## src/sv/trsi_pkg.sv

```systemverilog
// Package for two_region_sorted_insert: item and result types, codes, sizes.
// No dependencies.
package trsi_pkg;

  localparam int unsigned DEPTH  = 64;
  localparam int unsigned ADDR_W = $clog2(DEPTH);
  localparam int unsigned CNT_W  = ADDR_W + 1;
  localparam int unsigned KEY_W  = 32;

  typedef enum logic [1:0] {
    MODE_INSERT = 2'd0,
    MODE_READ   = 2'd1,
    MODE_CLEAR  = 2'd2
  } mode_e;

  typedef enum logic [1:0] {
    ST_OK    = 2'd0,
    ST_FULL  = 2'd1,
    ST_RANGE = 2'd2
  } status_e;

  typedef enum logic [1:0] {
    S_IDLE,
    S_SHIFT,
    S_PLACE,
    S_READ
  } state_e;

  typedef struct packed {
    logic [1:0]              mode;
    logic                    group;
    logic signed [KEY_W-1:0] key;
    logic [ADDR_W-1:0]       index;
  } req_t;

  typedef struct packed {
    logic signed [KEY_W-1:0] read_key;
    logic [CNT_W-1:0]        front_count;
    logic [CNT_W-1:0]        back_count;
    logic [1:0]              status;
  } rsp_t;

endpackage

```

## src/sv/two_region_sorted_insert.sv

```systemverilog
// Top level: two sorted key regions sharing one key store.
// Depends on trsi_pkg and trsi_ram.
//
// An item is taken when start_i is high and busy_o low; its result shows on
// rsp_o for one cycle with done_o high and cannot be held off. Clear, unused
// mode, full-store and out-of-range items answer in the next cycle without
// raising busy_o. A read waits in S_READ for its one RAM read. An insert walks
// its region through the single RAM, one entry moved per cycle with the read
// of the next neighbor overlapped with the write-back, then places the new key.
module two_region_sorted_insert (
  input  logic                 clk_i,
  input  logic                 rst_ni,
  input  logic                 start_i,
  input  trsi_pkg::req_t       req_i,
  output logic                 busy_o,
  output logic                 done_o,
  output trsi_pkg::rsp_t       rsp_o,
  input  logic                 cfg_we_i,
  input  logic [trsi_pkg::CNT_W-1:0] cfg_wdata_i
);
  import trsi_pkg::*;

  state_e                   state_q, state_d;
  logic [ADDR_W-1:0]        pos_q, pos_d;
  logic                     grp_q, grp_d;
  logic signed [KEY_W-1:0]  key_q, key_d;
  logic [CNT_W-1:0]         front_fill_q, front_fill_d;
  logic [CNT_W-1:0]         back_fill_q, back_fill_d;
  logic [CNT_W-1:0]         slot_count_q, slot_count_d;
  logic                     done_q, done_d;
  rsp_t                     rsp_q, rsp_d;

  logic                     ram_we;
  logic [ADDR_W-1:0]        ram_waddr, ram_raddr;
  logic signed [KEY_W-1:0]  ram_wdata, ram_rdata;

  logic                     accept;
  logic [CNT_W-1:0]         active;
  logic [ADDR_W-1:0]        top;
  logic                     full;
  logic [ADDR_W-1:0]        back_start;
  logic                     region_empty;
  logic [ADDR_W-1:0]        start_pos;
  logic [ADDR_W-1:0]        nbr, nbr2;
  logic                     nbr_at_limit;
  logic                     cont;

  assign accept = start_i && (state_q == S_IDLE);

  always_comb begin
    if (slot_count_q == '0) begin
      active = CNT_W'(1);
    end else if (slot_count_q > CNT_W'(DEPTH)) begin
      active = CNT_W'(DEPTH);
    end else begin
      active = slot_count_q;
    end
  end

  assign top  = ADDR_W'(active - CNT_W'(1));
  assign full = ({1'b0, front_fill_q} + {1'b0, back_fill_q}) >= {1'b0, active};
  // free slot guaranteed when not full, so this stays in range
  assign back_start   = top - back_fill_q[ADDR_W-1:0];
  assign region_empty = req_i.group ? (back_fill_q == '0) : (front_fill_q == '0);
  assign start_pos    = req_i.group ? back_start : front_fill_q[ADDR_W-1:0];

  // front walks down toward slot 0, back walks up toward the top slot
  assign nbr          = grp_q ? pos_q + ADDR_W'(1) : pos_q - ADDR_W'(1);
  assign nbr2         = grp_q ? pos_q + ADDR_W'(2) : pos_q - ADDR_W'(2);
  assign nbr_at_limit = grp_q ? (nbr == top) : (nbr == '0);
  // neighbor moves over when it must sit on the far side of the new key
  assign cont         = grp_q ? (key_q < ram_rdata) : (ram_rdata < key_q);

  // next state and datapath registers
  always_comb begin
    state_d      = state_q;
    pos_d        = pos_q;
    grp_d        = grp_q;
    key_d        = key_q;
    front_fill_d = front_fill_q;
    back_fill_d  = back_fill_q;
    slot_count_d = slot_count_q;
    done_d       = 1'b0;
    rsp_d        = rsp_q;

    case (state_q)
      S_IDLE: begin
        if (accept) begin
          rsp_d.read_key = '0;
          rsp_d.status   = ST_OK;
          case (req_i.mode)
            MODE_INSERT: begin
              if (full) begin
                done_d       = 1'b1;
                rsp_d.status = ST_FULL;
              end else begin
                grp_d   = req_i.group;
                key_d   = req_i.key;
                pos_d   = start_pos;
                state_d = region_empty ? S_PLACE : S_SHIFT;
              end
            end
            MODE_READ: begin
              if ({1'b0, req_i.index} >= active) begin
                done_d       = 1'b1;
                rsp_d.status = ST_RANGE;
              end else begin
                state_d = S_READ;
              end
            end
            MODE_CLEAR: begin
              front_fill_d = '0;
              back_fill_d  = '0;
              done_d       = 1'b1;
            end
            default: begin
              done_d = 1'b1;
            end
          endcase
        end
      end
      S_SHIFT: begin
        if (cont) begin
          pos_d   = nbr;
          state_d = nbr_at_limit ? S_PLACE : S_SHIFT;
        end else begin
          state_d = S_IDLE;
          done_d  = 1'b1;
        end
      end
      S_PLACE: begin
        state_d = S_IDLE;
        done_d  = 1'b1;
      end
      S_READ: begin
        state_d        = S_IDLE;
        done_d         = 1'b1;
        rsp_d.read_key = ram_rdata;
      end
      default: begin
        state_d = S_IDLE;
      end
    endcase

    // insert completes: count the new entry
    if (done_d && (state_q == S_SHIFT || state_q == S_PLACE)) begin
      if (grp_q) begin
        back_fill_d = back_fill_q + CNT_W'(1);
      end else begin
        front_fill_d = front_fill_q + CNT_W'(1);
      end
    end

    if (cfg_we_i) begin
      slot_count_d = cfg_wdata_i;
      front_fill_d = '0;
      back_fill_d  = '0;
    end

    rsp_d.front_count = front_fill_d;
    rsp_d.back_count  = back_fill_d;
  end

  // RAM control
  always_comb begin
    ram_we    = 1'b0;
    ram_waddr = pos_q;
    ram_wdata = key_q;
    ram_raddr = nbr2;

    case (state_q)
      S_IDLE: begin
        if (req_i.mode == MODE_READ) begin
          ram_raddr = req_i.index;
        end else begin
          ram_raddr = req_i.group ? start_pos + ADDR_W'(1) : start_pos - ADDR_W'(1);
        end
      end
      S_SHIFT: begin
        ram_we = 1'b1;
        if (cont) begin
          ram_wdata = ram_rdata;
        end
      end
      S_PLACE: begin
        ram_we = 1'b1;
      end
      default: begin
        ram_we = 1'b0;
      end
    endcase
  end

  trsi_ram #(
    .Depth(DEPTH),
    .Width(KEY_W)
  ) u_ram (
    .clk_i  (clk_i),
    .we_i   (ram_we),
    .waddr_i(ram_waddr),
    .wdata_i(ram_wdata),
    .raddr_i(ram_raddr),
    .rdata_o(ram_rdata)
  );

  always_ff @(posedge clk_i or negedge rst_ni) begin
    if (!rst_ni) begin
      state_q      <= S_IDLE;
      front_fill_q <= '0;
      back_fill_q  <= '0;
      slot_count_q <= CNT_W'(DEPTH);
      done_q       <= 1'b0;
    end else begin
      state_q      <= state_d;
      front_fill_q <= front_fill_d;
      back_fill_q  <= back_fill_d;
      slot_count_q <= slot_count_d;
      done_q       <= done_d;
    end
  end

  always_ff @(posedge clk_i) begin
    pos_q <= pos_d;
    grp_q <= grp_d;
    key_q <= key_d;
    rsp_q <= rsp_d;
  end

  assign busy_o = (state_q != S_IDLE);
  assign done_o = done_q;
  assign rsp_o  = rsp_q;

  // fills never exceed the slots in use
  a_fill_bound: assert property (@(posedge clk_i) disable iff (!rst_ni)
    ({1'b0, front_fill_q} + {1'b0, back_fill_q}) <= {1'b0, active})
    else $error("fill counts exceed active slots");

  // a read item answers right after its RAM read
  a_read_done: assert property (@(posedge clk_i) disable iff (!rst_ni)
    (state_q == S_READ) |=> done_o)
    else $error("read result missing");

  // the walk stays inside the slots in use
  a_pos_range: assert property (@(posedge clk_i) disable iff (!rst_ni)
    (state_q == S_SHIFT || state_q == S_PLACE) |-> (pos_q <= top))
    else $error("insert position out of range");

  // overlapped read never targets the entry being written
  a_no_rw_clash: assert property (@(posedge clk_i) disable iff (!rst_ni)
    (state_q == S_SHIFT && cont && !nbr_at_limit) |-> (ram_raddr != ram_waddr))
    else $error("read and write to same slot");

endmodule

```

## src/sv/trsi_ram.sv

```systemverilog
// Simple dual-port RAM, one write and one registered read per cycle.
// No dependencies.
module trsi_ram #(
  parameter int unsigned Depth = 64,
  parameter int unsigned Width = 32
) (
  input  logic                     clk_i,
  input  logic                     we_i,
  input  logic [$clog2(Depth)-1:0] waddr_i,
  input  logic [Width-1:0]         wdata_i,
  input  logic [$clog2(Depth)-1:0] raddr_i,
  output logic [Width-1:0]         rdata_o
);

  logic [Width-1:0] mem [Depth];

  always_ff @(posedge clk_i) begin
    if (we_i) begin
      mem[waddr_i] <= wdata_i;
    end
  end

  always_ff @(posedge clk_i) begin
    rdata_o <= mem[raddr_i];
  end

endmodule

```

## config.mk

```make
export PLATFORM = sky130hd
export DESIGN_NAME = two_region_sorted_insert
export DESIGN_NICKNAME = d
export VERILOG_FILES = /design/src/sv/trsi_pkg.sv /design/src/sv/two_region_sorted_insert.sv /design/src/sv/trsi_ram.sv
export SDC_FILE = /design/constraint.sdc
export NUM_CORES = 2
export LEC_CHECK = 0
export ABC_AREA = 0
export BUFFER_PORTS_ARGS = -buffer_cell sky130_fd_sc_hd__buf_4
export CAP_MARGIN = 20
export CORE_AREA = 3 3 422 424
export DETAILED_ROUTE_END_ITERATION = 10
export DIE_AREA = 0 0 425 427
export GPL_TIMING_DRIVEN = 1
export HOLD_SLACK_MARGIN = 0.03
export PLACE_DENSITY = 0.65
export SLEW_MARGIN = 20
export SYNTH_ARGS = -nofsm -noshare
export SYNTH_HDL_FRONTEND = slang
export SYNTH_SLANG_ARGS = --single-unit
```

## constraint.sdc

```tcl
create_clock -name clk_i -period 15.1 [get_ports clk_i]
set_clock_uncertainty 0.05 [all_clocks]
set_input_delay 3.02 -clock clk_i [delete_from_list [all_inputs] [get_ports clk_i]]
set_output_delay 3.02 -clock clk_i [all_outputs]
set_load 0.05 [all_outputs]
```

# After elaboration in Yosys (flattened, before gate mapping)
# Memories as Yosys holds them, arrays and structs flattened. A register that Yosys moved wholly into a read port is not among the register bits.
# Cells that the tools add are included.
# op_classes
n_addsub	11
n_lt_le_gt_ge	5
n_eq_ne	13
muxes	52
bitwise	1
reduce_logical	19
# op_table
operator	n
$mux 7	14
$mux 32	3
$lt 32x32->1	2
$pmux 32 s2	1
$mux 6	10
$logic_not 7->1	3
$sub 6x1->6 const B	3
$add 7x1->7 const B	2
$mux 2	7
$add 6x1->6 const B	2
$pmux 6 s2	1
$mux 1	11
$add 7x7->8	1
$ge 8x7->1	1
$pmux 2 s2	2
$reduce_and 4->1	2
$ge 6x7->1	1
$gt 7x7->1 const B	1
$add 6x2->6 const B	1
$eq 2x2->1 const B	3
$eq 6x6->1	1
$logic_not 6->1	1
$ne 2x2->1 const B	3
$ne 3x3->1 const B	2
16 further kinds	23
# totals
reg_bits	111
ramBits	2048
memories	1
# memory_table
name	words	width	read_ports	rd_ports_with_merged_regs	write_ports	line	text
u_ram.mem	64	32	1	1	1	trsi_ram.sv:15	logic [Width-1:0] mem [Depth];

# Logic depth before layout (Yosys ltp)
# depth
depth_word	11
depth_mapped	21

# By module
# Synthesis repeated with hierarchy kept, for this count alone.
# unflattened
cells_unflattened	4005
hier_area_um2	85647.1
# by_module_without_submodules
mod	n_inst	cells_per_inst	area_each_um2	seq_area_each_um2
trsi_ram	1	3324	78515.3	62139.6
two_region_sorted_insert	1	681	7131.8	3074.2

# Least setup slack after synthesis
# Ideal clock, no wire load.
# synth_timing
path_type	input -> register
from	in start_i
to	reg pos_q[0] (enable)
setup_time_ns	0.321
t_arrival_ns	7.254
setup_slack_ns	7.475
cell_stages	3
n_path_buf	0
cell_sequence	nand2_1 nor4b_1 o22a_1
# synth_between
elab_chain_len	3
# synth_rtl
element	line	text
start, declared	two_region_sorted_insert.sv:13	input logic start_i,
$logic_and 1x1->1	two_region_sorted_insert.sv:48	assign accept = start_i && (state_q == S_IDLE);
$ne 2x2->1 (no source line)	n/a	
$reduce_and 5->1 (no source line)	n/a	
end signal, assigned	two_region_sorted_insert.sv:223	pos_q <= pos_d;
end, declared	two_region_sorted_insert.sv:24	logic [ADDR_W-1:0] pos_q, pos_d;
# No other way between the ends.
# A chain may end at the register's enable or synchronous reset.

# Worst setup path in the final report
# layout_timing
from	in req_i[38] in the netlist's numbering
to	reg u_ram.rdata_o[23], read port of u_ram.mem
# layout_between
elab_chain_len	5
word_cells_on_any_way	6
classes_between	add/sub: 2; mux: 4
# layout_rtl
element	line	text
start, declared	two_region_sorted_insert.sv:14	input trsi_pkg::req_t req_i,
$mux 6	two_region_sorted_insert.sv:65	assign start_pos = req_i.group ? back_start : front_fill_q[ADDR_W-1:0];
$sub 6x1->6 / $add 6x1->6 (equally long branches)	two_region_sorted_insert.sv:176	ram_raddr = req_i.group ? start_pos + ADDR_W'(1) : start_pos - ADDR_W'(1);
$mux 6 *	two_region_sorted_insert.sv:176	
$mux 6 *	two_region_sorted_insert.sv:173	if (req_i.mode == MODE_READ) begin
$mux 6 *	two_region_sorted_insert.sv:171	case (state_q)
end, declared	trsi_ram.sv:12	output logic [Width-1:0] rdata_o
# Mark *: on every way between the ends. The rest lies on a longest branch, timed or not.

==> impl_metrics.toml <==
[routing]
vias = 41495
initialDrtViolationCount = 4898
wl_per_cell_um = 31.7
drt-vias-per-instance = 6.16
wirelength_um = 214000
first_pass_iters = 6
post-route-drc-count = 0
ant_nets = 0

[yosys]
synth-compound-area-share_pct = 1.03
synth_top_family_by_area = "multiplexers"
yosys.area_share.adder_pct = 1.13
ys_ff_latch = 2191
synth_ff_type = "edfxtp_1"
async_flop_share_pct = 1.10
synth_simple_gate_area_share_pct = 1.57
ys_top_cells_by_area = "edfxtp_1 (73%), mux4_2 (13%), mux2i_1 (5.6%), dfxtp_1 (1.1%), ha_1 (1.0%)"
synth_top_area_share_pct = 73.2
synth.net_count = 4140
synth_edf_count = 2121
syn_area_sq_mm = 0.0871
synthMuxAreaShare_pct = 19.3
seq_area_frac_synth_pct = 74.9
yosys_warnings = 0
synth.avg_cell_area_sq_um = 21.7
synthDistinctLibCells = 71
synth_cells = 4012
synthXorXnorAreaFrac_pct = 0.342
post-synth-top-area-cell = "edfxtp_1"

[worst_setup_path]
r2r-start = "slot_count_q[3]$_DFFE_PN0P_"
reg2reg_slack_ps = 7740
cp.arrival_ps = 8190
rr_endpoint = "u_ram.rdata_o[23]$_DFF_P_"
crit_fanout = 133
critPathKind = "in -> reg"
reg2reg_depth = 19
critPathLaunchType = "input pin"
cp-end-kind = "flip-flop"
critPathRequiredTime_ps = 15700

[cells_and_area]
fin_util_pct = 56.1
antenna_cells = 0
syn_to_final_growth_pct = 12.3
layout.nets = 4356
layout.cells.non_filler = 6733
design_area_sq_mm = 0.0978
drive_gt1_share_pct = 25.7

[global_routing]
grt_pass1_wl_um = 307000
track_usage_pct = 23.7
grt_max_degree = 136
grt_overflow = 0
grt_pass1_vias = 42020
antenna_found_initial = 3

[placement]
dpl-instance-area_sq_mm = 0.0909
port_buffers = 101
dpl.cell_count = 6338
gp_congestion = 0.880
hpwl_um = 117000

[hold_path]
hold_class = "reg -> reg"
worstHoldStart = "slot_count_q[0]$_DFFE_PN0P_"
min_delay_path_depth = 1
holdPathEnd = "slot_count_q[0]$_DFFE_PN0P_"

[timing]
slew_headroom_pct = 19.6
rsz0062_at_grt = "no"
whs_ps = 507
max_freq_ghz = 0.132
final-hold-violation-count = 0
tns_ps = 0
final.period_utilization_pct = 50.3
slew_viol_final = 0
worst-slew-pin-transition_ps = 1170
fin_crit_ps = 7590
setup_viol_count_final = 0

[clock_tree]
clk_pin_slew_ps = 60
cts_root_buf = "clkbuf_16"
ctsResizeCount = 0
postCtsSetupRepairBufs = 0
cts_made_buffers = 213
cts_buffer_depth = 3
cts_tree = "done"
htree_num_levels = 4
cts.sinks = 2191
insertion_delay_ps = 850
cts_hold_buf = 0

[flow_run]
maxCapViolations = 0

[die]
dieArea_sq_mm = 0.181
die_h_um = 427
core_sq_mm = 0.174
start_util_pct = 50.0
ios = 102
die_w_um = 425
core.rowCount = 153

[power_and_ir_drop]
p_leak_uw = 0.0325
p_per_area_mw_per_mm2 = 214
irDropWorstVdd_v = 0.000393

[run_status]
outcome = "finished, final reports clean"
-- final cells by class --
| class | instances | area, sq um |
|---|---|---|
| Clock buffer | 284 | 5850 |
| Clock inverter | 111 | 907 |
| Fill cell | 12836 | 76400 |
| Inverter | 68 | 255 |
| Multi-Input combinational cell | 1556 | 21000 |
| Sequential cell | 2191 | 65200 |
| Tap cell | 2325 | 2910 |
| Timing Repair Buffer | 198 | 1620 |
-- how the worst max path moves through the flow --
| stage | start | endpoint | slack, ps |
|---|---|---|---|
| 2_1_floorplan | start_i | pos_q[0]$_DFFE_PP_ | 7480 |
| 3_3_place_gp | req_i[40] | u_ram.rdata_o[14]$_DFF_P_ | 6500 |
| 3_5_place_dp | req_i[38] | u_ram.rdata_o[23]$_DFF_P_ | 6710 |
| 4_1_cts | req_i[38] | u_ram.rdata_o[23]$_DFF_P_ | 7620 |
| 5_1_grt | req_i[40] | u_ram.rdata_o[19]$_DFF_P_ | 7200 |
| 6_report | req_i[38] | u_ram.rdata_o[23]$_DFF_P_ | 7510 |
-- worst max-delay path: stages --
cell and delay, ps:
buf_4 230, nor2_1 90, a21oi_1 290, ha_1 180, nand2_1 50, and3_1 210
a21oi_4 790, buf_4 630, buf_12 560, mux4_2 420, mux2i_1 170, mux2i_1 160
mux2i_1 910, mux2i_1 140
-- cells in the final DEF, fill, tap and decap left out, types with 6 or more instances in the layout --
master / n
xnor2_1: 24
nor2b_1: 6
nand3_1: 24
inv_1: 65
nand4_1: 12
mux2_4: 29
buf_4: 187
mux2i_1: 486
nand2_1: 50
mux4_2: 512
a211oi_1: 7
clkbuf_16: 216
nor3_1: 6
xor2_1: 10
clkinv_2: 35
dfxtp_1: 46
ha_1: 71
dfrtp_1: 23
and2_1: 32
clkinv_1: 50
o21ai_0: 24
nor2_1: 26
or3_1: 7
nor2_4: 62
a31oi_1: 8
clkbuf_1: 49
a21oi_1: 39
o211ai_1: 7
bufinv_16: 12
edfxtp_1: 2121
a21o_1: 8
buf_12: 10
nor4_1: 11
clkbuf_8: 19
mux2_2: 9
-- sequential cells by signal, summed over array words and instances, names as in the netlist, 6 cells and up --
signal         cells
back_fill_q        7
front_fill_q       7
key_q             32
pos_q              6
rsp_o             48
slot_count_q       7
u_ram.mem       2048
u_ram.rdata_o     32
-- cell families (layout without fill, tap and decap cells) --
family | count (synthesis) | in the layout
AOI/OAI and AO/OA | 138 | 138
xor gates and xnor gates | 34 | 34
adders and majority gates | 76 | 76
buffers and inverters | 265 | 661
DFF | 2191 | 2191
muxes | 1036 | 1036
and+or+nand+nor | 272 | 272
-- cells in the mapped netlist, types with 6 or more instances --
| cell | number |
|---|---|
| o211ai_1 | 7 |
| edfxtp_1 | 2121 |
| o21ai_0 | 25 |
| dfxtp_1 | 46 |
| mux2_2 | 38 |
| nand4_1 | 12 |
| and2_1 | 32 |
| a21o_1 | 8 |
| ha_1 | 72 |
| buf_12 | 8 |
| or3_1 | 7 |
| nor2b_1 | 6 |
| nand2_1 | 51 |
| xnor2_1 | 24 |
| buf_2 | 107 |
| buf_4 | 44 |
| dfrtp_1 | 23 |
| a211oi_1 | 7 |
| mux4_2 | 512 |
| a21oi_1 | 40 |
| nor3_1 | 8 |
| nor4_1 | 11 |
| xor2_1 | 10 |
| inv_1 | 65 |
| nand3_1 | 24 |
| nor2_1 | 88 |
| a31oi_1 | 8 |
| mux2i_1 | 486 |
| clkbuf_1 | 28 |
-- power by group --
group | internal (uW) | switching, uW
sequential | 7580 | 200
combinational | 3260 | 4780
clock | 2920 | 2220
-- per-stage QoR --
stage	worst slack, ps	total power, uW
final	7510	21000
after floorplan	7480	13500
after global routing	7200	21800
after detailed placement	6710	16000
after CTS	7620	21100
after global placement	6500	15900
-- per-layer routing --
layer	vias to the layer above	GRT usage (%)	share of wire, %	wire length (um)
met4	0	6.88	2.7	5830
met3	292	3.71	7.6	16200
li1	17100	-	-	-
met2	1706	37.8	48	103000
met1	22397	34.4	42	88700
met5	-	0	0	0
(Power assumes the default switching activity.)
